[src/design/assert_macros.svh]
// Assertion macros shared by the clip list builder modules.
`ifndef ASSERT_MACROS_SVH
`define ASSERT_MACROS_SVH

// Implication or plain property, checked at every rising edge outside reset.
`define DCLB_ASSERT(lbl, clk, rst, prop, msg) \
  lbl: assert property (@(posedge clk) disable iff (rst) prop) else $error(msg);

// Condition that must never be seen outside reset.
`define DCLB_NEVER(lbl, clk, rst, cond, msg) \
  lbl: assert property (@(posedge clk) disable iff (rst) !(cond)) else $error(msg);

`endif

[src/design/dclb_pkg.sv]
// Types and constants shared by the clip list builder modules.
package dclb_pkg;

  localparam int OUT_W      = 16;
  localparam int CFG_W      = 16;
  localparam int TOT_W      = 17;
  localparam int QDEPTH     = 4;
  localparam int QPTR_W     = $clog2(QDEPTH);
  localparam int QCNT_W     = $clog2(QDEPTH + 1);
  localparam int CFG_ADDR_W = 5;
  localparam int PDATA_W    = 32;

  typedef enum logic [1:0] {
    KIND_CLIP = 2'd0,
    KIND_OK   = 2'd1,
    KIND_FAIL = 2'd2
  } kind_t;

  typedef enum logic [2:0] {
    REG_DAMAGE_LEFT   = 3'd0,
    REG_DAMAGE_TOP    = 3'd1,
    REG_DAMAGE_WIDTH  = 3'd2,
    REG_DAMAGE_HEIGHT = 3'd3,
    REG_LIST_CAPACITY = 3'd4
  } reg_index_t;

  typedef struct packed {
    logic [CFG_W-1:0] dmg_left;
    logic [CFG_W-1:0] dmg_top;
    logic [CFG_W-1:0] dmg_width;
    logic [CFG_W-1:0] dmg_height;
    logic [CFG_W-1:0] capacity;
  } dclb_cfg_t;

  // One queued item: an optional clip followed by an optional done result.
  typedef struct packed {
    logic             has_clip;
    logic             has_done;
    logic             done_fail;
    logic [OUT_W-1:0] left;
    logic [OUT_W-1:0] top;
    logic [OUT_W-1:0] width;
    logic [OUT_W-1:0] height;
    logic [OUT_W-1:0] clip_index;
    logic [OUT_W-1:0] done_count;
  } dclb_entry_t;

endpackage

[src/design/dclb_front.sv]
// Front end: intersects each rectangle with the damage area and tracks the list count.
`include "assert_macros.svh"

module dclb_front
  import dclb_pkg::*;
#(
  parameter int COORD_WIDTH = 16
) (
  input  logic              clk,
  input  logic              rst,
  input  logic              push,
  output logic              full,
  input  logic [15:0]       vis_left,
  input  logic [15:0]       vis_top,
  input  logic [15:0]       vis_width,
  input  logic [15:0]       vis_height,
  input  logic              batch_first,
  input  logic              batch_last,
  input  dclb_cfg_t         cfg,
  input  logic [QCNT_W-1:0] q_count,
  output logic              q_push,
  output dclb_entry_t       q_entry
);

  localparam int CW   = COORD_WIDTH;
  localparam int EW   = COORD_WIDTH + 1;
  localparam int CMPW = (COORD_WIDTH > TOT_W) ? COORD_WIDTH : TOT_W;
  localparam int SW   = QCNT_W + 1;

  logic [CW-1:0] vl, vt, vw, vh, dl, dt, dw, dh, cap;
  logic [CW-1:0] l_a, t_a;
  logic [EW-1:0] vr, vb, dr, db, r_a, b_a;
  logic          accept;

  // stage 1 registers
  logic          s1_valid;
  logic          s1_first, s1_last, s1_nonzero;
  logic [CW-1:0] s1_l, s1_t;
  logic [EW-1:0] s1_r, s1_b;

  // batch state
  logic [TOT_W-1:0] clip_total, clip_total_next;
  logic             batch_failed, batch_failed_next;
  logic [TOT_W-1:0] clip_idx;
  logic             take_clip, dmg_empty;

  // space is reserved for the item already in stage 1
  assign full   = (SW'(q_count) + SW'(s1_valid)) >= SW'(QDEPTH);
  assign accept = push && !full;

  assign vl  = CW'(vis_left);
  assign vt  = CW'(vis_top);
  assign vw  = CW'(vis_width);
  assign vh  = CW'(vis_height);
  assign dl  = CW'(cfg.dmg_left);
  assign dt  = CW'(cfg.dmg_top);
  assign dw  = CW'(cfg.dmg_width);
  assign dh  = CW'(cfg.dmg_height);
  assign cap = CW'(cfg.capacity);

  assign l_a = (vl > dl) ? vl : dl;
  assign t_a = (vt > dt) ? vt : dt;
  assign vr  = EW'(vl) + EW'(vw);
  assign vb  = EW'(vt) + EW'(vh);
  assign dr  = EW'(dl) + EW'(dw);
  assign db  = EW'(dt) + EW'(dh);
  assign r_a = (vr < dr) ? vr : dr;
  assign b_a = (vb < db) ? vb : db;

  always_ff @(posedge clk) begin
    if (rst) begin
      s1_valid <= 1'b0;
    end else begin
      s1_valid <= accept;
    end
  end

  always_ff @(posedge clk) begin
    if (accept) begin
      s1_first   <= batch_first;
      s1_last    <= batch_last;
      s1_nonzero <= (vw != '0) && (vh != '0);
      s1_l       <= l_a;
      s1_t       <= t_a;
      s1_r       <= r_a;
      s1_b       <= b_a;
    end
  end

  assign dmg_empty = (dw == '0) || (dh == '0);

  always_comb begin
    clip_total_next   = s1_first ? '0 : clip_total;
    batch_failed_next = s1_first ? 1'b0 : batch_failed;
    take_clip         = 1'b0;
    clip_idx          = '0;
    if (dmg_empty) begin
      batch_failed_next = 1'b1;
      clip_total_next   = '0;
    end
    if (!batch_failed_next && s1_nonzero && (s1_r > EW'(s1_l)) && (s1_b > EW'(s1_t))) begin
      if (CMPW'(clip_total_next) >= CMPW'(cap)) begin
        // list overflow fails the batch
        batch_failed_next = 1'b1;
        clip_total_next   = '0;
      end else begin
        take_clip       = 1'b1;
        clip_idx        = clip_total_next;
        clip_total_next = clip_total_next + TOT_W'(1);
      end
    end
  end

  always_ff @(posedge clk) begin
    if (rst) begin
      clip_total   <= '0;
      batch_failed <= 1'b0;
    end else if (s1_valid) begin
      clip_total   <= clip_total_next;
      batch_failed <= batch_failed_next;
    end
  end

  assign q_push = s1_valid && (take_clip || s1_last);

  always_comb begin
    q_entry.has_clip   = take_clip;
    q_entry.has_done   = s1_last;
    q_entry.done_fail  = batch_failed_next;
    q_entry.left       = OUT_W'(s1_l);
    q_entry.top        = OUT_W'(s1_t);
    q_entry.width      = OUT_W'(s1_r - EW'(s1_l));
    q_entry.height     = OUT_W'(s1_b - EW'(s1_t));
    q_entry.clip_index = OUT_W'(clip_idx);
    q_entry.done_count = batch_failed_next ? '0 : OUT_W'(clip_total_next);
  end

  `DCLB_ASSERT(a_fail_clears_total, clk, rst, batch_failed |-> (clip_total == '0),
               "failed batch holds a nonzero count")

endmodule

[src/design/dclb_queue.sv]
// Short item queue between the front end and the result stage.
`include "assert_macros.svh"

module dclb_queue
  import dclb_pkg::*;
(
  input  logic              clk,
  input  logic              rst,
  input  logic              wr_en,
  input  dclb_entry_t       wr_entry,
  input  logic              deq,
  output dclb_entry_t       head,
  output logic              q_empty,
  output logic [QCNT_W-1:0] count
);

  dclb_entry_t       slots [QDEPTH];
  logic [QPTR_W-1:0] wr_ptr, rd_ptr;

  assign head    = slots[rd_ptr];
  assign q_empty = (count == '0);

  always_ff @(posedge clk) begin
    if (rst) begin
      wr_ptr <= '0;
      rd_ptr <= '0;
      count  <= '0;
    end else begin
      if (wr_en) begin
        wr_ptr <= wr_ptr + QPTR_W'(1);
      end
      if (deq) begin
        rd_ptr <= rd_ptr + QPTR_W'(1);
      end
      unique case ({wr_en, deq})
        2'b10:   count <= count + QCNT_W'(1);
        2'b01:   count <= count - QCNT_W'(1);
        default: count <= count;
      endcase
    end
  end

  always_ff @(posedge clk) begin
    if (wr_en) begin
      slots[wr_ptr] <= wr_entry;
    end
  end

  `DCLB_NEVER(a_no_overflow, clk, rst, wr_en && (count == QCNT_W'(QDEPTH)),
              "write into a full item queue")
  `DCLB_NEVER(a_no_underflow, clk, rst, deq && (count == '0),
              "dequeue from an empty item queue")

endmodule

[src/design/dclb_back.sv]
// Result stage: expands queued items into clip and done results behind an output register.
`include "assert_macros.svh"

module dclb_back
  import dclb_pkg::*;
(
  input  logic             clk,
  input  logic             rst,
  input  dclb_entry_t      head,
  input  logic             q_empty,
  output logic             deq,
  output logic             empty,
  input  logic             pop,
  output logic [1:0]       kind,
  output logic [OUT_W-1:0] clip_left,
  output logic [OUT_W-1:0] clip_top,
  output logic [OUT_W-1:0] clip_width,
  output logic [OUT_W-1:0] clip_height,
  output logic [OUT_W-1:0] clip_index,
  output logic             run_last
);

  logic  out_valid;
  logic  done_phase;
  logic  load, emit_done;
  kind_t out_kind;

  assign load      = !q_empty && (!out_valid || pop);
  assign emit_done = done_phase || !head.has_clip;
  assign deq       = load && (emit_done || !head.has_done);
  assign empty     = !out_valid;
  assign kind      = out_kind;

  always_ff @(posedge clk) begin
    if (rst) begin
      out_valid  <= 1'b0;
      done_phase <= 1'b0;
    end else if (load) begin
      out_valid  <= 1'b1;
      // clip goes out first; the done result of the same item follows
      done_phase <= emit_done ? 1'b0 : head.has_done;
    end else if (pop) begin
      out_valid <= 1'b0;
    end
  end

  always_ff @(posedge clk) begin
    if (load) begin
      if (emit_done) begin
        out_kind    <= head.done_fail ? KIND_FAIL : KIND_OK;
        clip_left   <= '0;
        clip_top    <= '0;
        clip_width  <= '0;
        clip_height <= '0;
        clip_index  <= head.done_count;
        run_last    <= 1'b1;
      end else begin
        out_kind    <= KIND_CLIP;
        clip_left   <= head.left;
        clip_top    <= head.top;
        clip_width  <= head.width;
        clip_height <= head.height;
        clip_index  <= head.clip_index;
        run_last    <= !head.has_done;
      end
    end
  end

  `DCLB_ASSERT(a_done_phase_head, clk, rst,
               done_phase |-> (!q_empty && head.has_clip && head.has_done),
               "done phase without a clip-and-done item at the queue head")

endmodule

[src/design/damage_clip_list_builder.sv]
// Top level of the damage clip list builder: config registers, front end, queue, result stage.
// Path: stage 1 register, then the item queue, then the result register.
// One item accepted per cycle while full is low; an item that yields both a clip and a done
// result uses the single result register for each in turn, and the 4-entry queue absorbs it.
// Reset (rst, synchronous): empties pipeline, queue and result register, clears the
// list count and failure flag, and sets all configuration registers to 0.
module damage_clip_list_builder
  import dclb_pkg::*;
#(
  parameter int COORD_WIDTH = 16
) (
  input  logic                  clk,
  input  logic                  rst,
  input  logic                  psel,
  input  logic                  penable,
  input  logic                  pwrite,
  input  logic [CFG_ADDR_W-1:0] paddr,
  input  logic [PDATA_W-1:0]    pwdata,
  output logic [PDATA_W-1:0]    prdata,
  output logic                  pready,
  input  logic                  push,
  output logic                  full,
  input  logic [15:0]           vis_left,
  input  logic [15:0]           vis_top,
  input  logic [15:0]           vis_width,
  input  logic [15:0]           vis_height,
  input  logic                  batch_first,
  input  logic                  batch_last,
  output logic                  empty,
  input  logic                  pop,
  output logic [1:0]            kind,
  output logic [OUT_W-1:0]      clip_left,
  output logic [OUT_W-1:0]      clip_top,
  output logic [OUT_W-1:0]      clip_width,
  output logic [OUT_W-1:0]      clip_height,
  output logic [OUT_W-1:0]      clip_index,
  output logic                  run_last
);

  dclb_cfg_t         cfg;
  reg_index_t        reg_sel;
  logic              cfg_wr;
  logic              q_push, q_deq, q_empty;
  logic [QCNT_W-1:0] q_count;
  dclb_entry_t       q_wr_entry, q_head;

  assign pready  = 1'b1;
  assign cfg_wr  = psel && penable && pwrite && pready;
  assign reg_sel = reg_index_t'(paddr[4:2]);

  always_ff @(posedge clk) begin
    if (rst) begin
      cfg <= '0;
    end else if (cfg_wr) begin
      unique case (reg_sel)
        REG_DAMAGE_LEFT:   cfg.dmg_left   <= pwdata[CFG_W-1:0];
        REG_DAMAGE_TOP:    cfg.dmg_top    <= pwdata[CFG_W-1:0];
        REG_DAMAGE_WIDTH:  cfg.dmg_width  <= pwdata[CFG_W-1:0];
        REG_DAMAGE_HEIGHT: cfg.dmg_height <= pwdata[CFG_W-1:0];
        REG_LIST_CAPACITY: cfg.capacity   <= pwdata[CFG_W-1:0];
        default:           cfg            <= cfg;
      endcase
    end
  end

  always_comb begin
    unique case (reg_sel)
      REG_DAMAGE_LEFT:   prdata = PDATA_W'(cfg.dmg_left);
      REG_DAMAGE_TOP:    prdata = PDATA_W'(cfg.dmg_top);
      REG_DAMAGE_WIDTH:  prdata = PDATA_W'(cfg.dmg_width);
      REG_DAMAGE_HEIGHT: prdata = PDATA_W'(cfg.dmg_height);
      REG_LIST_CAPACITY: prdata = PDATA_W'(cfg.capacity);
      default:           prdata = '0;
    endcase
  end

  dclb_front #(
    .COORD_WIDTH(COORD_WIDTH)
  ) u_front (
    .clk        (clk),
    .rst        (rst),
    .push       (push),
    .full       (full),
    .vis_left   (vis_left),
    .vis_top    (vis_top),
    .vis_width  (vis_width),
    .vis_height (vis_height),
    .batch_first(batch_first),
    .batch_last (batch_last),
    .cfg        (cfg),
    .q_count    (q_count),
    .q_push     (q_push),
    .q_entry    (q_wr_entry)
  );

  dclb_queue u_queue (
    .clk     (clk),
    .rst     (rst),
    .wr_en   (q_push),
    .wr_entry(q_wr_entry),
    .deq     (q_deq),
    .head    (q_head),
    .q_empty (q_empty),
    .count   (q_count)
  );

  dclb_back u_back (
    .clk        (clk),
    .rst        (rst),
    .head       (q_head),
    .q_empty    (q_empty),
    .deq        (q_deq),
    .empty      (empty),
    .pop        (pop),
    .kind       (kind),
    .clip_left  (clip_left),
    .clip_top   (clip_top),
    .clip_width (clip_width),
    .clip_height(clip_height),
    .clip_index (clip_index),
    .run_last   (run_last)
  );

endmodule
[config.mk]
export PLATFORM = sky130hd
export DESIGN_NAME = damage_clip_list_builder
export DESIGN_NICKNAME = d
export VERILOG_FILES = /design/src/design/dclb_pkg.sv /design/src/design/dclb_front.sv /design/src/design/dclb_queue.sv /design/src/design/dclb_back.sv /design/src/design/damage_clip_list_builder.sv
export VERILOG_INCLUDE_DIRS = /design/src /design/src/design
export SDC_FILE = /design/constraint.sdc
export NUM_CORES = 1
export LEC_CHECK = 0
export ABC_AREA = 1
export BUFFER_PORTS_ARGS = -buffer_cell sky130_fd_sc_hd__buf_2
export CORE_UTILIZATION = 55
export CTS_CLUSTER_SIZE = 20
export DETAILED_ROUTE_END_ITERATION = 10
export PLACE_DENSITY_LB_ADDON = 0.15
export REMOVE_ABC_BUFFERS = 1
export SLEW_MARGIN = 30
export SYNTH_ARGS = -nofsm -noshare
export SYNTH_HDL_FRONTEND = slang
export SYNTH_SLANG_ARGS = --single-unit
[constraint.sdc]
create_clock -name clk -period 7.7 [get_ports clk]
set_clock_uncertainty 0.2 [all_clocks]
set_input_delay 1.54 -clock clk [delete_from_list [all_inputs] [get_ports clk]]
set_output_delay 1.54 -clock clk [all_outputs]
set_load 0.005 [all_outputs]
-- After elaboration in Yosys (flattened, before gate mapping)
Memories as Yosys holds them, arrays and structs flattened. A register that Yosys moved wholly into a read port is not among the register bits.
Cells that the tools add are included.
- add/sub/neg operators: 12
- $lt $le $gt $ge: 8
- equality and inequality tests: 6
- multiplexer cells: 28
- reduce and logical (&&, ||, !) cells: 34
- operators by type and width (kind ; count):
    $mux W17 ; 6
    $mux W16 ; 6
    $pmux W16 S5 ; 1
    $add A16 B16 Y17 ; 4
    $gt A17 B16 Y1 ; 2
    $lt A17 B17 Y1 ; 2
    $gt A16 B16 Y1 ; 2
    $logic_not A16 Y1 ; 2
    $reduce_bool A16 Y1 ; 2
    $sub A16 B16 Y16 ; 2
    $add A17 B1 Y17 const B ; 1
    $ge A17 B16 Y1 ; 1
    $mux W1 ; 11
    $logic_and A1 B1 Y1 ; 10
    $reduce_and A2 Y1 ; 5
    $eq A3 B2 Y1 const B ; 2
    $logic_not A1 Y1 ; 6
    $logic_not A3 Y1 ; 2
    $mux W2 ; 3
    $pmux W3 S2 ; 1
    $logic_or A1 B1 Y1 ; 5
    $add A2 B1 Y2 const B ; 2
    $add A3 B1 Y4 ; 1
    $ge A4 B3 Y1 const B ; 1
    7 further kinds ; 8
- bits in registers: 260
- bits in writable memories: 396
- bits of input ports: 110
- output and inout bits: 118
- memories kept: 1
- memory list (memory ; words ; width ; rd ports ; clocked after memory_dff ; write ports ; line ; RTL):
    u_queue.slots ; 4 ; 99 ; 1 ; 1 ; 1 ; dclb_queue.sv:17 ; dclb_entry_t slots [QDEPTH];

-- Depth between registers and ports, before layout
- depth in word-level cells: 12
- mapped depth: 28
- depth with buffers taken out: 28

-- Cells and area by module
From an unflattened synthesis, not the netlist that was laid out.
- cells, all modules: 3531
- area total of the unflattened synthesis: 33415.8 µm²
- by module, submodules not included (module ; times used ; cells an instance ; area each (µm²)):
    dclb_queue ; 1 ; 1014 ; 15075.7
    dclb_front ; 1 ; 1554 ; 10845.4
    damage_clip_list_builder ; 1 ; 672 ; 4164.0
    dclb_back ; 1 ; 291 ; 3330.7

-- Worst setup path after synthesis
Ideal clock, no wire load.
- path type: input-to-reg
- start point: input pop
- end point: register u_queue.count[2]
- library setup time: 0.122 ns
- data arrival time: 7.380 ns
- path slack: -0.003 ns
- stages on the path: 11
- path buffers: 0
- path through: nor2_1 -> a31oi_1 -> nand2_1 -> inv_2 -> ha_1 -> inv_1 -> fa_1 -> a21oi_1 -> o21ai_0 -> o21ai_0 -> a21oi_1
- cells in the longest elaborated chain, start to end: 5
- elaborated cells on any way between the ends: 7
- classes of those cells: eq/ne (2); mux (1); reduce/logical (4)
- RTL lines (element ; line ; RTL):
    start: declaration ; damage_clip_list_builder.sv:30 ; input logic pop,
    $logic_or A1 B1 Y1 * ; dclb_back.sv:28 ; assign load = !q_empty && (!out_valid || pop);
    $logic_and A1 B1 Y1 * ; dclb_back.sv:28 ;
    named net u_back.load ; dclb_back.sv:25 ; logic load, emit_done;
    $logic_and A1 B1 Y1 * ; dclb_back.sv:30 ; assign deq = load && (emit_done || !head.has_done);
    named net q_deq ; damage_clip_list_builder.sv:43 ; logic q_push, q_deq, q_empty;
    $eq A2 B1 Y1 / $eq A2 B2 Y1 (equally long branches) ; dclb_queue.sv:35 ; unique case ({wr_en, deq})
    $pmux W3 S2 / $reduce_bool A2 Y1 (equally long branches) ; - ;
    end signal: assignment ; dclb_queue.sv:36 ; 2'b10: count <= count + QCNT_W'(1);
    end signal: assignment ; dclb_queue.sv:37 ; 2'b01: count <= count - QCNT_W'(1);
    end signal: assignment ; dclb_queue.sv:38 ; default: count <= count;
    end: declaration ; dclb_queue.sv:14 ; output logic [QCNT_W-1:0] count
Mark *: on every way through the listed nets, which the timed path passes. The rest lies on a longest branch.
A chain may end at the register's enable or synchronous reset.

-- Final worst setup path
- start point: input vis_top[0]
- end point: register u_front.s1_b[9] (data pin)
- cells in the longest elaborated chain, start to end: 3
- RTL lines (element ; line ; RTL):
    start: declaration ; damage_clip_list_builder.sv:24 ; input logic [15:0] vis_top,
    $add A16 B16 Y17 * ; dclb_front.sv:64 ; assign vb = EW'(vt) + EW'(vh);
    $lt A17 B17 Y1 ; dclb_front.sv:68 ; assign b_a = (vb < db) ? vb : db;
    $mux W17 * ; dclb_front.sv:68 ;
    named net u_front.b_a[9] ; dclb_front.sv:32 ; logic [EW-1:0] vr, vb, dr, db, r_a, b_a;
    end signal: assignment ; dclb_front.sv:86 ; s1_b <= b_a;
    end: declaration ; dclb_front.sv:39 ; logic [EW-1:0] s1_r, s1_b;
Marks and branches as above.

==> summary.txt <==
Timing
  – RSZ-0062 raised after global routing: false
  – Tmin final: 5.69 ns
  – Max-slew headroom: 34.6%
  – Fmax: 0.176 GHz
  – Setup TNS: 0 ns
  – Slew @ Worst Pin: ~1 ns
  – Hold Vio Cnt, Final: 0
  – Final critical-path share of the clock period: 73.8%
  – Max-slew violation count: 0
  – Setup-failing EPs final: 0

Setup path
  – CP startpoint kind: primary input
  – WP data arrival: about 5.8 ns
  – Critical path class: in -> reg
  – Worst r2r path cells: 23
  – Worst Path Required: 7.84 ns
  – Crit end category: flip-flop
  – Crit Path Max Fanout: 30

CTS
  – Resized Gates After CTS: 0
  – Clock buffer depth: 3
  – Setup Fix Bufs, Post-CTS: 0
  – Clk slew on worst S/H paths: 0.07 ns
  – CTS tree: done
  – CTS root buf: clkbuf_16
  – Clk_lat worst skew: slightly above 0.6 ns
  – Hold-fix buffers, CTS: 0
  – Num CTS Buffers: 69
  – H-tree depth: 3
  – Clk sink count: approximately 660

Floorplanning
  – Initial Utilization: 55.7%
  – Die H: 244 um
  – # IOs: approximately 230
  – Core Region: around 58000 um^2
  – Die Span X: approximately 240 um
  – Full die area: about 60000 um^2
  – Row count: 88

Finish
  – Most frequent cells in the layout: nor2_1, edfxtp_1, o21ai_0
  – Number of fill cells in the layout: 4708
  – Most common cell after layout, fill and taps aside: nor2_1
  – Nets: 3671
  – Register area: 18700 um^2
  – Area of the multi-input gates: around 12000 um^2
  – Synth-to-layout area growth: 12.6%
  – Util after Layout: a little over three fifths
  – Layout cells sized above 1: 11.4%

Power and ir drop
  – NetSw: between 3 and 4 mW
  – Clock power share: a little under a third
  – Maximum vdd drop: 0.239 mV
  – P_leak: 14.0 nW
  – Int Pwr: approximately 7.6 mW
  – Net Sw Frac: between 30% and 40%
  – Reg power frac: 44.2%
  – Tot Pwr: between 10 and 15 mW
  – Cell Pwr Density: 307 nW/um^2
  – Comb pwr share: 24.8%

Worst hold path
  – WHS Path Cells: 2
  – Hold/Removal Path Class: reg -> reg

Drt
  – Routed Antenna Nets: 0
  – First-pass detailed-route iteration total: 6
  – Residual DRC: 0
  – WL per Instance: about 20 um
  – Via density per instance: approximately 5.7
  – DR vias: 23997
  – DRT Wirelength: 84100 um
  – Drt initial violations: 1826

Yosys
  – Share of the synthesized area in the top cell type: approximately half
  – Sequential element share of the synthesized area: a little under 60%
  – Synthesized area: 32200 um^2
  – Most common flop cell mapped by yosys: edfxtp_1
  – Syn Inst Count: 3213
  – Synth warnings: 0
  – Synth top area cells: edfxtp_1, nor2_1, ha_1
  – Register bit count reported by yosys: 658
  – Cell variety after synth: 54
  – Synthesized area per cell: 10.0 um^2
  – Async S/R FF share, synth: 0%
  – EDFF count, synth: 548
  – Largest area contributor in the netlist: edfxtp_1

Global routing
  – Vias in the first global route: 22754
  – Gr usage total: 28.1%
  – Pin count of the biggest net entering global routing: 110
  – First-pass GRT wire length: 128000 um
  – Initial antenna violation count: 6
  – Remaining Overflow, GRT: 0

Flow run
  – Number of maximum-capacitance violations: 0

Outcome
  – Status: complete, no violations

Placed design
  – DPL Wire Length: ~57000 um
  – Routability congestion estimate: 0.910
  – Number of port buffers: 192
-- state kept, by name, indices dropped and copies added, names as in the netlist, 16 cells and up, named ones only --
signal / count
u_front.s1_b: 17
u_front.s1_t: 16
u_back.clip_height: 16
u_front.s1_l: 16
u_back.clip_top: 16
u_back.clip_width: 16
u_front.s1_r: 17
u_back.clip_left: 16
u_front.clip_total: 17
cfg: 80
u_back.clip_index: 16
u_queue.slots: 396
-- metrics by stage --
stage | cells | setup WS, ns | area, um^2 | hold WS [ns]
finish | 4196 | 2.01 | 36200 | 0.257
detailed placement | 4066 | 1.33 | 33800 | 0.252
floorplan | 3089 | -0.503 | 31600 | 0.239
global route | 4196 | 1.52 | 36200 | 0.277
CTS | 4192 | 1.98 | 36200 | 0.262
global placement | 4064 | 1.47 | 33800 | 0.248
-- critical path, stage by stage --
cell and delay [ns]:
buf_2 0.12, ha_1 0.22, fa_1 0.41, nand3_1 0.12, a31oi_1 0.09, nor2_1 0.23, o21ai_0 0.18, a21boi_0 0.44
o21ai_0 0.14, nand2_1 0.08, nand2_1 0.08, ha_1 0.32, nand2_1 0.07, inv_1 0.05, o21ai_0 0.07, a21oi_1 0.09
a2111oi_0 0.47, nand3_1 0.29, inv_1 0.61, o21ai_0 0.20
-- path summary, 6_finish.rpt --
check	from	endpoint	slack, ns
worst max-delay path	vis_top[0]	u_front.s1_b[9]$_DFFE_PP_	2.01
worst min-delay path	u_queue.rd_ptr[1]$_SDFFE_PP0P_	flip-flop	0.26
worst max register to register	cfg[17]$_SDFFE_PP0P_	u_queue.slots[1][65]$_DFFE_PP_	2.68
worst min register to register	u_queue.rd_ptr[1]$_SDFFE_PP0P_	flip-flop	0.26
-- synthesized netlist by cell type, types with 2 or more instances --
cell,number
o22ai_1,17
nand3_4,2
xor2_1,50
inv_1,243
xnor2_1,29
o21a_1,6
nor3_1,15
buf_2,6
a21oi_2,6
nor2_1,612
nor4_1,9
buf_4,18
nor3b_1,2
nor2_4,7
o21ai_0,373
a21oi_1,274
nor2_8,3
conb_1,2
a22oi_1,3
nand3_1,79
nor2_2,16
a31oi_1,28
buf_1,6
nand3_2,7
buf_6,2
nand2_2,2
o211ai_1,3
inv_2,6
fa_1,7
dfxtp_1,110
o21bai_1,3
nand2_1,330
nor3_2,2
nand4_1,18
o221ai_1,6
edfxtp_1,548
a2111oi_0,2
nand2_4,5
clkbuf_1,107
a21o_1,10
o21ai_1,23
ha_1,182
a21boi_0,4
a221oi_1,16
o31ai_1,5
-- area by class of cell --
cell class | instances | share of cell area, %
sequential | 658 | 51.5
multi-input combinational | 2181 | 33.4
clock buffer | 86 | 5.17
timing repair buffer | 212 | 3.27
tap | 765 | 2.64
inverter | 250 | 2.61
clock inverter | 40 | 1.35
antenna | 4 | 0.0276
-- cell families after synthesis --
family / count (synthesis) / synth area share [%]
buf+inv: 389 / 4.82
simple gates: 1112 / 14.5
compound gates: 784 / 13.0
xor+xnor: 79 / 2.15
other cells: 2 / 0.0233
flops: 658 / 58.0
fa+ha+maj: 189 / 7.51
-- power by group through the flow --
stage	Clock [mW]	Combinational, mW	Sequential, mW
3_3_place_gp	0	2.66	4.97
6_report	3.45	2.76	4.92
3_5_place_dp	0	2.75	4.99
2_1_floorplan	0	1.63	5.06
4_1_cts	3.51	2.77	4.92
5_1_grt	3.64	3.07	4.96
-- per-layer routing --
metal	vias up	global-route usage [%]	routed length [um]
met5	-	0	13
met2	847	44.9	38900
met3	133	3.62	5730
met1	11526	39.4	37200
met4	2	9.74	2210
li1	11489	-	-
No activity file was read; power rests on OpenSTA's default activity.
